**config.mk**
```make
export PLATFORM = sky130hd
export DESIGN_NAME = array_list_store
export DESIGN_NICKNAME = d
export VERILOG_FILES = /design/src/hw/rtl/als_pkg.sv /design/src/hw/rtl/als_ram.sv /design/src/hw/rtl/array_list_store.sv
export VERILOG_INCLUDE_DIRS = /design/src /design/src/hw/rtl
export SDC_FILE = /design/constraint.sdc
export NUM_CORES = 1
export LEC_CHECK = 0
export BUFFER_PORTS_ARGS = -buffer_cell sky130_fd_sc_hd__clkbuf_2
export CAP_MARGIN = 20
export CORE_AREA = 2 2 195 340
export DETAILED_ROUTE_END_ITERATION = 10
export DIE_AREA = 0 0 197 342
export PLACE_DENSITY_LB_ADDON = 0.15
export SYNTH_ARGS = -nofsm -noshare
export SYNTH_HDL_FRONTEND = slang
export SYNTH_HIERARCHICAL = 1
export SYNTH_SLANG_ARGS = --single-unit
export TNS_END_PERCENT = 1
```
**constraint.sdc**
```tcl
create_clock -name clock -period 11.88 [get_ports clock]
set_input_delay 1.188 -clock clock [delete_from_list [all_inputs] [get_ports clock]]
set_output_delay 1.188 -clock clock [all_outputs]
set_load 0.05 [all_outputs]
```
**src/hw/rtl/assert_macros.svh**
```systemverilog
// Assertion helpers shared by the RTL. Both sample on the rising edge of clock
// and are switched off while reset is high.
`ifndef ASSERT_MACROS_SVH
`define ASSERT_MACROS_SVH

// Checks a property at every clock edge.
`define ALS_ASSERT(name, prop, msg) \
   name: assert property (@(posedge clock) disable iff (reset) prop) else $error(msg);

// Checks that a condition is followed by another in the next cycle.
`define ALS_ASSERT_NEXT(name, pre, post, msg) \
   name: assert property (@(posedge clock) disable iff (reset) (pre) |=> (post)) \
      else $error(msg);

`endif

```
**src/hw/rtl/als_pkg.sv**
```systemverilog
package als_pkg;

   localparam int CAPACITY = 16;
   localparam int IDX_W    = $clog2(CAPACITY);
   localparam int CNT_W    = $clog2(CAPACITY + 1);
   localparam int WORD_W   = 32;

   typedef logic [IDX_W-1:0] als_idx_type;
   typedef logic [CNT_W-1:0] als_cnt_type;
   typedef logic [3:0]       als_slot_type;
   typedef logic [4:0]       als_entries_type;

   // Command codes.
   localparam logic [2:0] OP_LIST    = 3'd0;
   localparam logic [2:0] OP_FIND    = 3'd1;
   localparam logic [2:0] OP_DEL_VAL = 3'd2;
   localparam logic [2:0] OP_APPEND  = 3'd3;
   localparam logic [2:0] OP_DEL_AT  = 3'd4;

   // Result status codes.
   localparam logic [2:0] STAT_OK        = 3'd0;
   localparam logic [2:0] STAT_NOT_FOUND = 3'd1;
   localparam logic [2:0] STAT_FULL      = 3'd2;
   localparam logic [2:0] STAT_BAD_INDEX = 3'd3;
   localparam logic [2:0] STAT_EMPTY     = 3'd4;

   typedef struct packed {
      logic [2:0]          op;
      logic signed [31:0]  value;
      logic [3:0]          position;
   } als_req_type;

   typedef struct packed {
      logic [2:0]          status;
      logic signed [31:0]  element;
      als_slot_type        slot;
      als_entries_type     entries;
      logic                last;
   } als_rsp_type;

   typedef enum logic [2:0] {
      S_IDLE,
      S_SCAN,
      S_FETCH,
      S_SHIFT,
      S_FLUSH
   } als_state_type;

endpackage

```
**src/hw/rtl/als_ram.sv**
```systemverilog
module als_ram #(
   parameter int DEPTH  = 16,
   parameter int WIDTH  = 32,
   parameter int ADDR_W = $clog2(DEPTH)
) (
   input  logic              clock,
   input  logic              wr_en,
   input  logic [ADDR_W-1:0] wr_addr,
   input  logic [WIDTH-1:0]  wr_data,
   input  logic [ADDR_W-1:0] rd_addr,
   output logic [WIDTH-1:0]  rd_data
);

   logic [WIDTH-1:0] mem_ff [DEPTH];
   logic [WIDTH-1:0] rd_data_ff;

   always_ff @(posedge clock) begin
      if (wr_en) begin
         mem_ff[wr_addr] <= wr_data;
      end
   end

   always_ff @(posedge clock) begin
      rd_data_ff <= mem_ff[rd_addr];
   end

   assign rd_data = rd_data_ff;

endmodule

```
**src/hw/rtl/array_list_store.sv**
```systemverilog
// Packed list of signed 32-bit words held in a single-port-read RAM.
// Commands arrive on the req_ channel (valid/stall); one beat is one command.
// Results leave on the rsp_ channel; the last beat of a command has last set.
// A command is taken only when the previous one has finished and all of its
// results have been loaded into the output register.
// List and find walk the stored elements one per cycle through the RAM read
// port, save where a stall on rsp_ pauses the walk as described below.
// Delete by value scans all elements, then shifts the tail down one entry per
// cycle. Delete at index fetches the entry at its position, then shifts likewise.
// Append, and the empty, full and bad-index statuses, go from idle straight to flush.
// A stall on rsp_ holds the output register; a list or find walk pauses only
// when its next hit is ready while one beat waits there and another is held.
// Reset empties the list at once; stored words are not cleared and are never
// used before they are written.
module array_list_store (
   input  logic                 clock,
   input  logic                 reset,
   input  logic                 req_valid,
   output logic                 req_stall,
   input  als_pkg::als_req_type req_beat,
   output logic                 rsp_valid,
   input  logic                 rsp_stall,
   output als_pkg::als_rsp_type rsp_beat
);

`include "assert_macros.svh"

   als_pkg::als_state_type state_ff, state_in;
   als_pkg::als_idx_type   idx_ff, idx_in;
   als_pkg::als_idx_type   hit_idx_ff, hit_idx_in;
   als_pkg::als_cnt_type   count_ff, count_in;
   logic                   hit_ff, hit_in;
   logic [2:0]             op_ff, op_in;
   logic signed [31:0]     value_ff, value_in;
   logic                   pend_valid_ff, pend_valid_in;
   als_pkg::als_rsp_type   pend_ff, pend_in;
   logic                   rsp_valid_ff, rsp_valid_in;
   als_pkg::als_rsp_type   rsp_ff, rsp_in;

   als_pkg::als_idx_type   rd_addr;
   als_pkg::als_idx_type   wr_addr;
   logic                   mem_we;
   logic [31:0]            wr_data;
   logic [31:0]            rd_data;

   als_pkg::als_cnt_type   count_m1;
   logic                   out_free;
   logic                   scan_last;
   logic                   match;
   logic                   take;
   logic                   load_out;
   logic                   out_last;
   logic                   shift_go;
   als_pkg::als_idx_type   shift_k;
   logic signed [31:0]     shift_elem;

   logic                   append_go;
   logic                   shift_done;
   logic                   flushing;

   als_ram #(
      .DEPTH (als_pkg::CAPACITY),
      .WIDTH (als_pkg::WORD_W)
   ) u_ram (
      .clock   (clock),
      .wr_en   (mem_we),
      .wr_addr (wr_addr),
      .wr_data (wr_data),
      .rd_addr (rd_addr),
      .rd_data (rd_data)
   );

   assign count_m1  = count_ff - 1'b1;
   assign out_free  = !rsp_valid_ff || !rsp_stall;
   assign scan_last = (als_pkg::als_cnt_type'(idx_ff) == count_m1);
   assign match     = ($signed(rd_data) == value_ff);
   assign take      = (op_ff == als_pkg::OP_LIST) || match;

   always_comb begin
      state_in      = state_ff;
      idx_in        = idx_ff;
      hit_idx_in    = hit_idx_ff;
      count_in      = count_ff;
      hit_in        = hit_ff;
      op_in         = op_ff;
      value_in      = value_ff;
      pend_valid_in = pend_valid_ff;
      pend_in       = pend_ff;
      rsp_valid_in  = rsp_valid_ff && rsp_stall;
      rsp_in        = rsp_ff;
      rd_addr       = idx_ff;
      wr_addr       = idx_ff;
      mem_we        = 1'b0;
      wr_data       = rd_data;
      load_out      = 1'b0;
      out_last      = 1'b0;
      shift_go      = 1'b0;
      shift_k       = '0;
      shift_elem    = '0;

      case (state_ff)
         als_pkg::S_IDLE: begin
            if (req_valid && req_beat.op <= als_pkg::OP_DEL_AT) begin
               op_in    = req_beat.op;
               value_in = req_beat.value;
               pend_in  = '0;
               if (req_beat.op != als_pkg::OP_APPEND && count_ff == '0) begin
                  pend_in.status = als_pkg::STAT_EMPTY;
                  pend_valid_in  = 1'b1;
                  state_in       = als_pkg::S_FLUSH;
               end else if (req_beat.op == als_pkg::OP_APPEND) begin
                  pend_valid_in = 1'b1;
                  state_in      = als_pkg::S_FLUSH;
                  if (count_ff >= als_pkg::als_cnt_type'(als_pkg::CAPACITY)) begin
                     pend_in.status = als_pkg::STAT_FULL;
                  end else begin
                     mem_we          = 1'b1;
                     wr_addr         = count_ff[als_pkg::IDX_W-1:0];
                     wr_data         = req_beat.value;
                     count_in        = count_ff + 1'b1;
                     pend_in.status  = als_pkg::STAT_OK;
                     pend_in.element = req_beat.value;
                     pend_in.slot    = als_pkg::als_slot_type'(count_ff);
                  end
               end else if (req_beat.op == als_pkg::OP_DEL_AT) begin
                  if (als_pkg::als_cnt_type'(req_beat.position) >= count_ff) begin
                     pend_in.status = als_pkg::STAT_BAD_INDEX;
                     pend_valid_in  = 1'b1;
                     state_in       = als_pkg::S_FLUSH;
                  end else begin
                     idx_in   = als_pkg::als_idx_type'(req_beat.position);
                     rd_addr  = als_pkg::als_idx_type'(req_beat.position);
                     state_in = als_pkg::S_FETCH;
                  end
               end else begin
                  idx_in   = '0;
                  rd_addr  = '0;
                  hit_in   = 1'b0;
                  state_in = als_pkg::S_SCAN;
               end
            end
         end

         als_pkg::S_SCAN: begin
            if (op_ff == als_pkg::OP_DEL_VAL) begin
               // Remember the highest matching slot; the shift starts there.
               if (match) begin
                  hit_in     = 1'b1;
                  hit_idx_in = idx_ff;
               end
               if (scan_last) begin
                  if (match || hit_ff) begin
                     shift_go   = 1'b1;
                     shift_k    = match ? idx_ff : hit_idx_ff;
                     shift_elem = value_ff;
                  end else begin
                     pend_in        = '0;
                     pend_in.status = als_pkg::STAT_NOT_FOUND;
                     pend_valid_in  = 1'b1;
                     state_in       = als_pkg::S_FLUSH;
                  end
               end else begin
                  idx_in  = idx_ff + 1'b1;
                  rd_addr = idx_ff + 1'b1;
               end
            end else if (!(take && pend_valid_ff && !out_free)) begin
               // A hit is held in the pending register so that the final beat can carry last.
               if (take) begin
                  if (pend_valid_ff) begin
                     load_out = 1'b1;
                  end
                  pend_valid_in   = 1'b1;
                  pend_in         = '0;
                  pend_in.status  = als_pkg::STAT_OK;
                  pend_in.element = $signed(rd_data);
                  pend_in.slot    = als_pkg::als_slot_type'(idx_ff);
               end
               if (scan_last) begin
                  state_in = als_pkg::S_FLUSH;
                  if (!take && !pend_valid_ff) begin
                     pend_in        = '0;
                     pend_in.status = als_pkg::STAT_NOT_FOUND;
                     pend_valid_in  = 1'b1;
                  end
               end else begin
                  idx_in  = idx_ff + 1'b1;
                  rd_addr = idx_ff + 1'b1;
               end
            end
         end

         als_pkg::S_FETCH: begin
            shift_go   = 1'b1;
            shift_k    = idx_ff;
            shift_elem = $signed(rd_data);
         end

         als_pkg::S_SHIFT: begin
            // Writes trail reads by two entries, so no access collides.
            mem_we  = 1'b1;
            wr_addr = idx_ff - 1'b1;
            wr_data = rd_data;
            if (scan_last) begin
               count_in = count_m1;
               state_in = als_pkg::S_FLUSH;
            end else begin
               idx_in  = idx_ff + 1'b1;
               rd_addr = idx_ff + 1'b1;
            end
         end

         als_pkg::S_FLUSH: begin
            if (out_free) begin
               load_out      = 1'b1;
               out_last      = 1'b1;
               pend_valid_in = 1'b0;
               state_in      = als_pkg::S_IDLE;
            end
         end

         default: begin
            state_in = als_pkg::S_IDLE;
         end
      endcase

      if (shift_go) begin
         pend_valid_in   = 1'b1;
         pend_in         = '0;
         pend_in.status  = als_pkg::STAT_OK;
         pend_in.element = shift_elem;
         pend_in.slot    = als_pkg::als_slot_type'(shift_k);
         if (als_pkg::als_cnt_type'(shift_k) == count_m1) begin
            count_in = count_m1;
            state_in = als_pkg::S_FLUSH;
         end else begin
            idx_in   = shift_k + 1'b1;
            rd_addr  = shift_k + 1'b1;
            state_in = als_pkg::S_SHIFT;
         end
      end

      if (load_out) begin
         rsp_valid_in   = 1'b1;
         rsp_in         = pend_ff;
         rsp_in.entries = als_pkg::als_entries_type'(count_ff);
         rsp_in.last    = out_last;
      end
   end

   always_ff @(posedge clock) begin
      if (reset) begin
         state_ff      <= als_pkg::S_IDLE;
         count_ff      <= '0;
         pend_valid_ff <= 1'b0;
         rsp_valid_ff  <= 1'b0;
         hit_ff        <= 1'b0;
      end else begin
         state_ff      <= state_in;
         count_ff      <= count_in;
         pend_valid_ff <= pend_valid_in;
         rsp_valid_ff  <= rsp_valid_in;
         hit_ff        <= hit_in;
      end
   end

   always_ff @(posedge clock) begin
      idx_ff     <= idx_in;
      hit_idx_ff <= hit_idx_in;
      op_ff      <= op_in;
      value_ff   <= value_in;
      pend_ff    <= pend_in;
      rsp_ff     <= rsp_in;
   end

   assign req_stall = (state_ff != als_pkg::S_IDLE);
   assign rsp_valid = rsp_valid_ff;
   assign rsp_beat  = rsp_ff;

   assign append_go  = (state_ff == als_pkg::S_IDLE) && req_valid &&
                       (req_beat.op == als_pkg::OP_APPEND);
   assign shift_done = (state_ff == als_pkg::S_SHIFT) && scan_last;
   assign flushing   = (state_ff == als_pkg::S_FLUSH);

   // The count moves by at most one per cycle, so the difference plus one wraps into 0..2.
   `ALS_ASSERT(a_count_step, count_ff - $past(count_ff) + 1'b1 <= 5'd2, "count jumped")
   `ALS_ASSERT(a_idle_no_pend, (state_ff == als_pkg::S_IDLE) |-> !pend_valid_ff, "pend at idle")
   `ALS_ASSERT(a_write_src, mem_we |-> ((state_ff == als_pkg::S_SHIFT) || append_go), "stray write")
   `ALS_ASSERT_NEXT(a_shift_end, shift_done, flushing && count_ff == $past(count_ff) - 1'b1, "bad shift")

endmodule
```
==> results by group <==
Routing
  • Routed len/inst: a little under 30 µm
  • DRT Wirelength: roughly 72000 µm
  • DR pass1 iterations: 5
  • Drc violations: 0
  • Via count: 14810
  • Vias per inst: 5.901
  • Drt initial violations: 1064
  • Antenna-violating nets left: 0

Timing
  • Worst-Margin Slew: 1.110 ns
  • Final setup violating endpoints: 0
  • Setup WS post-layout: between 5 and 6 ns
  • Count of pins over their slew limit: 0
  • Min Tclk post-route: 6.205 ns
  • Final Hold Viols: 0
  • Setup TNS: 0 ns
  • Final worst-path cycle share: a little over half
  • Unrepaired setup endpoints after global routing: no
  • Relative slew slack: roughly a quarter
  • Fmax: 0.1612 GHz
  • Skew final: 0.01887 ns

CTS
  • Setup Fix Bufs, Post-CTS: 0
  • TritonCTS Buffers: 58
  • Clk_lat worst skew: 0.62 ns
  • CTS sink cnt: 682
  • Clk slew on worst S/H paths: 0.07 ns
  • H-tree depth: 2
  • Root buf cell: clkbuf_16
  • CTS Hold Bufs: 0
  • Number of gates resized after CTS: 0
  • Max clock buf depth: 3
  • TritonCTS clock tree: yes

Power and ir drop
  • Sw Share: 33.49%
  • Switching pwr: 2.626 mW
  • Seq pwr share: 43.6%
  • Clock share of power: 25.1%
  • Comb pwr share: 31.2%
  • LEAKAGE: 10.20 nW
  • Pwr dens: between 200 and 300 nW/µm²
  • Peak VDD IR: 0.1402 mV
  • Internal power: 5.216 mW

Floorplan
  • Core ar.: 64850 µm²
  • Die Wd: around 200 µm
  • Initial Utilization: a little over two fifths
  • Number of I/O pins: 90
  • Chip height: 342 µm
  • Die ar.: 67370 µm²
  • # rows: 124

Synth
  • Syn_area_per_cell: roughly 18 µm²
  • Yosys top cell area share: 69.03%
  • Post-synth EDFFs: 632
  • Mapped Area: 27490 µm²
  • Top cells by area, synth: edfxtp_1 69%, mux4_2 10%, dfxtp_1 3.6%
  • Largest family of logic cells by synthesized area: multiplexers
  • Synth top cells by count: 632 x edfxtp_1, 128 x mux4_2, 99 x a22oi_1, 78 x nor2_1, 76 x nand2_1
  • Compound-gate portion of the synthesized area: 6.157%
  • Predominant post-synthesis flop cell: edfxtp_1
  • Synth Area in Adders: 0.5370%
  • Synth Warn #: 6
  • Seq/Total Area, Yosys: 72.67%
  • Post-synthesis mux area share: around an eighth
  • Count leader, synth: edfxtp_1
  • Seq cells post-synth: 682
  • Synthesized netlist cell count: about 1500
  • Post-synth ARST share: 0%
  • Post-Synth XOR/XNOR Area: 1.424%
  • Simple-Gate Fraction of Synth Area: 4.382%
  • Synth area leader: edfxtp_1
  • Synthesized Nets: 1591
  • Yosys cell types: 69

Layout
  • Multi-input gate area: 7307 µm²
  • FILL cells: 5409
  • Final net count: 1694
  • Antenna Cells: 0
  • Fin util: 47.96%
  • Fin area: 31100 µm²
  • Area growth syn-to-layout: 13.13%
  • Share of cells above drive strength 1: approximately a quarter
  • Seq. cell area: 19980 µm²

Setup path
  • CP arrival: 6.48 ns
  • Setup CP Type: input port to register
  • Critical Path RT: 12.16 ns
  • Max FO, Critical Path: 38
  • CP endpoint kind: register
  • Kind of start point of the critical path: input port

GRT
  • Initial antenna violation count: 0
  • Total track usage: 21.75%
  • Total congestion overflow: 0
  • Vias in the first global route: 15160
  • Largest net degree at the start of global routing: 57
  • First-pass GRT wire length: between 100000 and 150000 µm

Placed design
  • Dpl hpwl: about 46000 µm
  • Gpl congestion: 0.8864
  • PortBufs: 89
  • Cell Area, Placed: 29100 µm²
  • Pre-CTS setup slack: roughly 5 ns

Job
  • Max_cap viols: 0

Min path
  • Worst min path class: register to register

Status
  • Outcome: finished, final reports clean
power by group through the flow:
| stage | Combinational (mW) | Clock, mW | Sequential (mW) |
|---|---|---|---|
| final | 2.45 | 1.97 | 3.42 |
| after global routing | 2.64 | 2.10 | 3.45 |
| after CTS | 2.49 | 2.02 | 3.42 |
| after detailed placement | 2.49 | 0 | 3.47 |
| after global placement | 2.46 | 0 | 3.47 |
| after floorplan | 1.60 | 0 | 3.55 |
cells in the final DEF, fill, tap and decap left out, types with 5 or more instances in the layout:
cell type	count
a211oi_1	7
a21o_1	7
a21oi_1	52
a22oi_1	99
and2_1	5
buf_4	37
bufinv_16	6
clkbuf_1	9
clkbuf_16	59
clkbuf_2	89
clkbuf_8	10
clkinv_1	8
clkinv_2	12
dfxtp_1	50
edfxtp_1	632
ha_1	11
inv_1	15
mux2_2	34
mux2i_1	37
mux4_2	128
nand2_1	75
nand3_1	9
nand4_1	7
nor2_1	64
nor2_4	14
nor3_1	10
nor3_2	6
nor4_1	9
o21ai_0	50
xnor2_1	7
xor2_1	35
logic make-up (layout without fill, tap and decap cells):
| family | after synthesis | in the layout |
|---|---|---|
| multiplexers | 200 | 200 |
| adder cells (fa/ha/maj) | 12 | 12 |
| flip-flops | 682 | 682 |
| XOR/XNOR | 43 | 43 |
| AO/OA/AOI/OAI | 257 | 257 |
| buffers and inverters | 101 | 254 |
| AND/OR/NAND/NOR | 242 | 242 |
critical path, stage by stage:
cell	delay (ns)
clkbuf_2	0.12
o21ai_0	0.23
and2_1	0.28
nand2_1	0.22
inv_2	0.75
nand2_2	0.92
o221ai_1	1.08
nand2_1	0.48
nor2_4	0.68
buf_4	0.47
flip-flops by register name, indices dropped and copies added, names as in the netlist:
| signal | flops |
|---|---|
| u_ram/rd_data | 32 |
| rsp_valid | 1 |
| idx_ff | 4 |
| op_ff | 3 |
| pend_ff | 39 |
| pend_valid_ff | 1 |
| u_ram/mem_ff | 512 |
| state_ff | 3 |
| rsp_beat | 45 |
| value_ff | 32 |
| count_ff | 5 |
| hit_ff | 1 |
| hit_idx_ff | 4 |
per-stage QoR:
step,hold slack [ns],cells,total power [mW]
6_report,0.4412,2509,7.842
2_1_floorplan,0.4029,1537,5.150
4_1_cts,0.4440,2508,7.927
5_1_grt,0.4519,2509,8.189
3_5_place_dp,0.4240,2398,5.960
3_3_place_gp,0.4215,2398,5.923
cell type report:
class                      count  area share, %
sequential                   682          64.23
clock buffer                  78          5.298
clock inverter                32          1.090
timing repair buffer         127          2.389
tap                          819          3.294
inverter                      17         0.2051
multi-input combinational    754          23.49
final timing paths:
kind,start,to,slack [ns],cells after the start
min reg2reg,pend_ff[43],rsp_beat[43],0.44,0
max,req_beat[36],u_ram/mem_ff[11][9],5.68,10
max reg2reg,u_ram/rd_data[8],u_ram/rd_data[10],5.69,13
min,pend_ff[43],rsp_beat[43],0.44,0
metal layers:
layer / global-route usage (%) / routed length (µm)
met3: 2.343 / 3277
met2: 39.70 / 38770
met4: 10.24 / 3498
met1: 25.59 / 26940
met5: 0 / 0
Note: power is estimated with default switching activity, not from simulation.
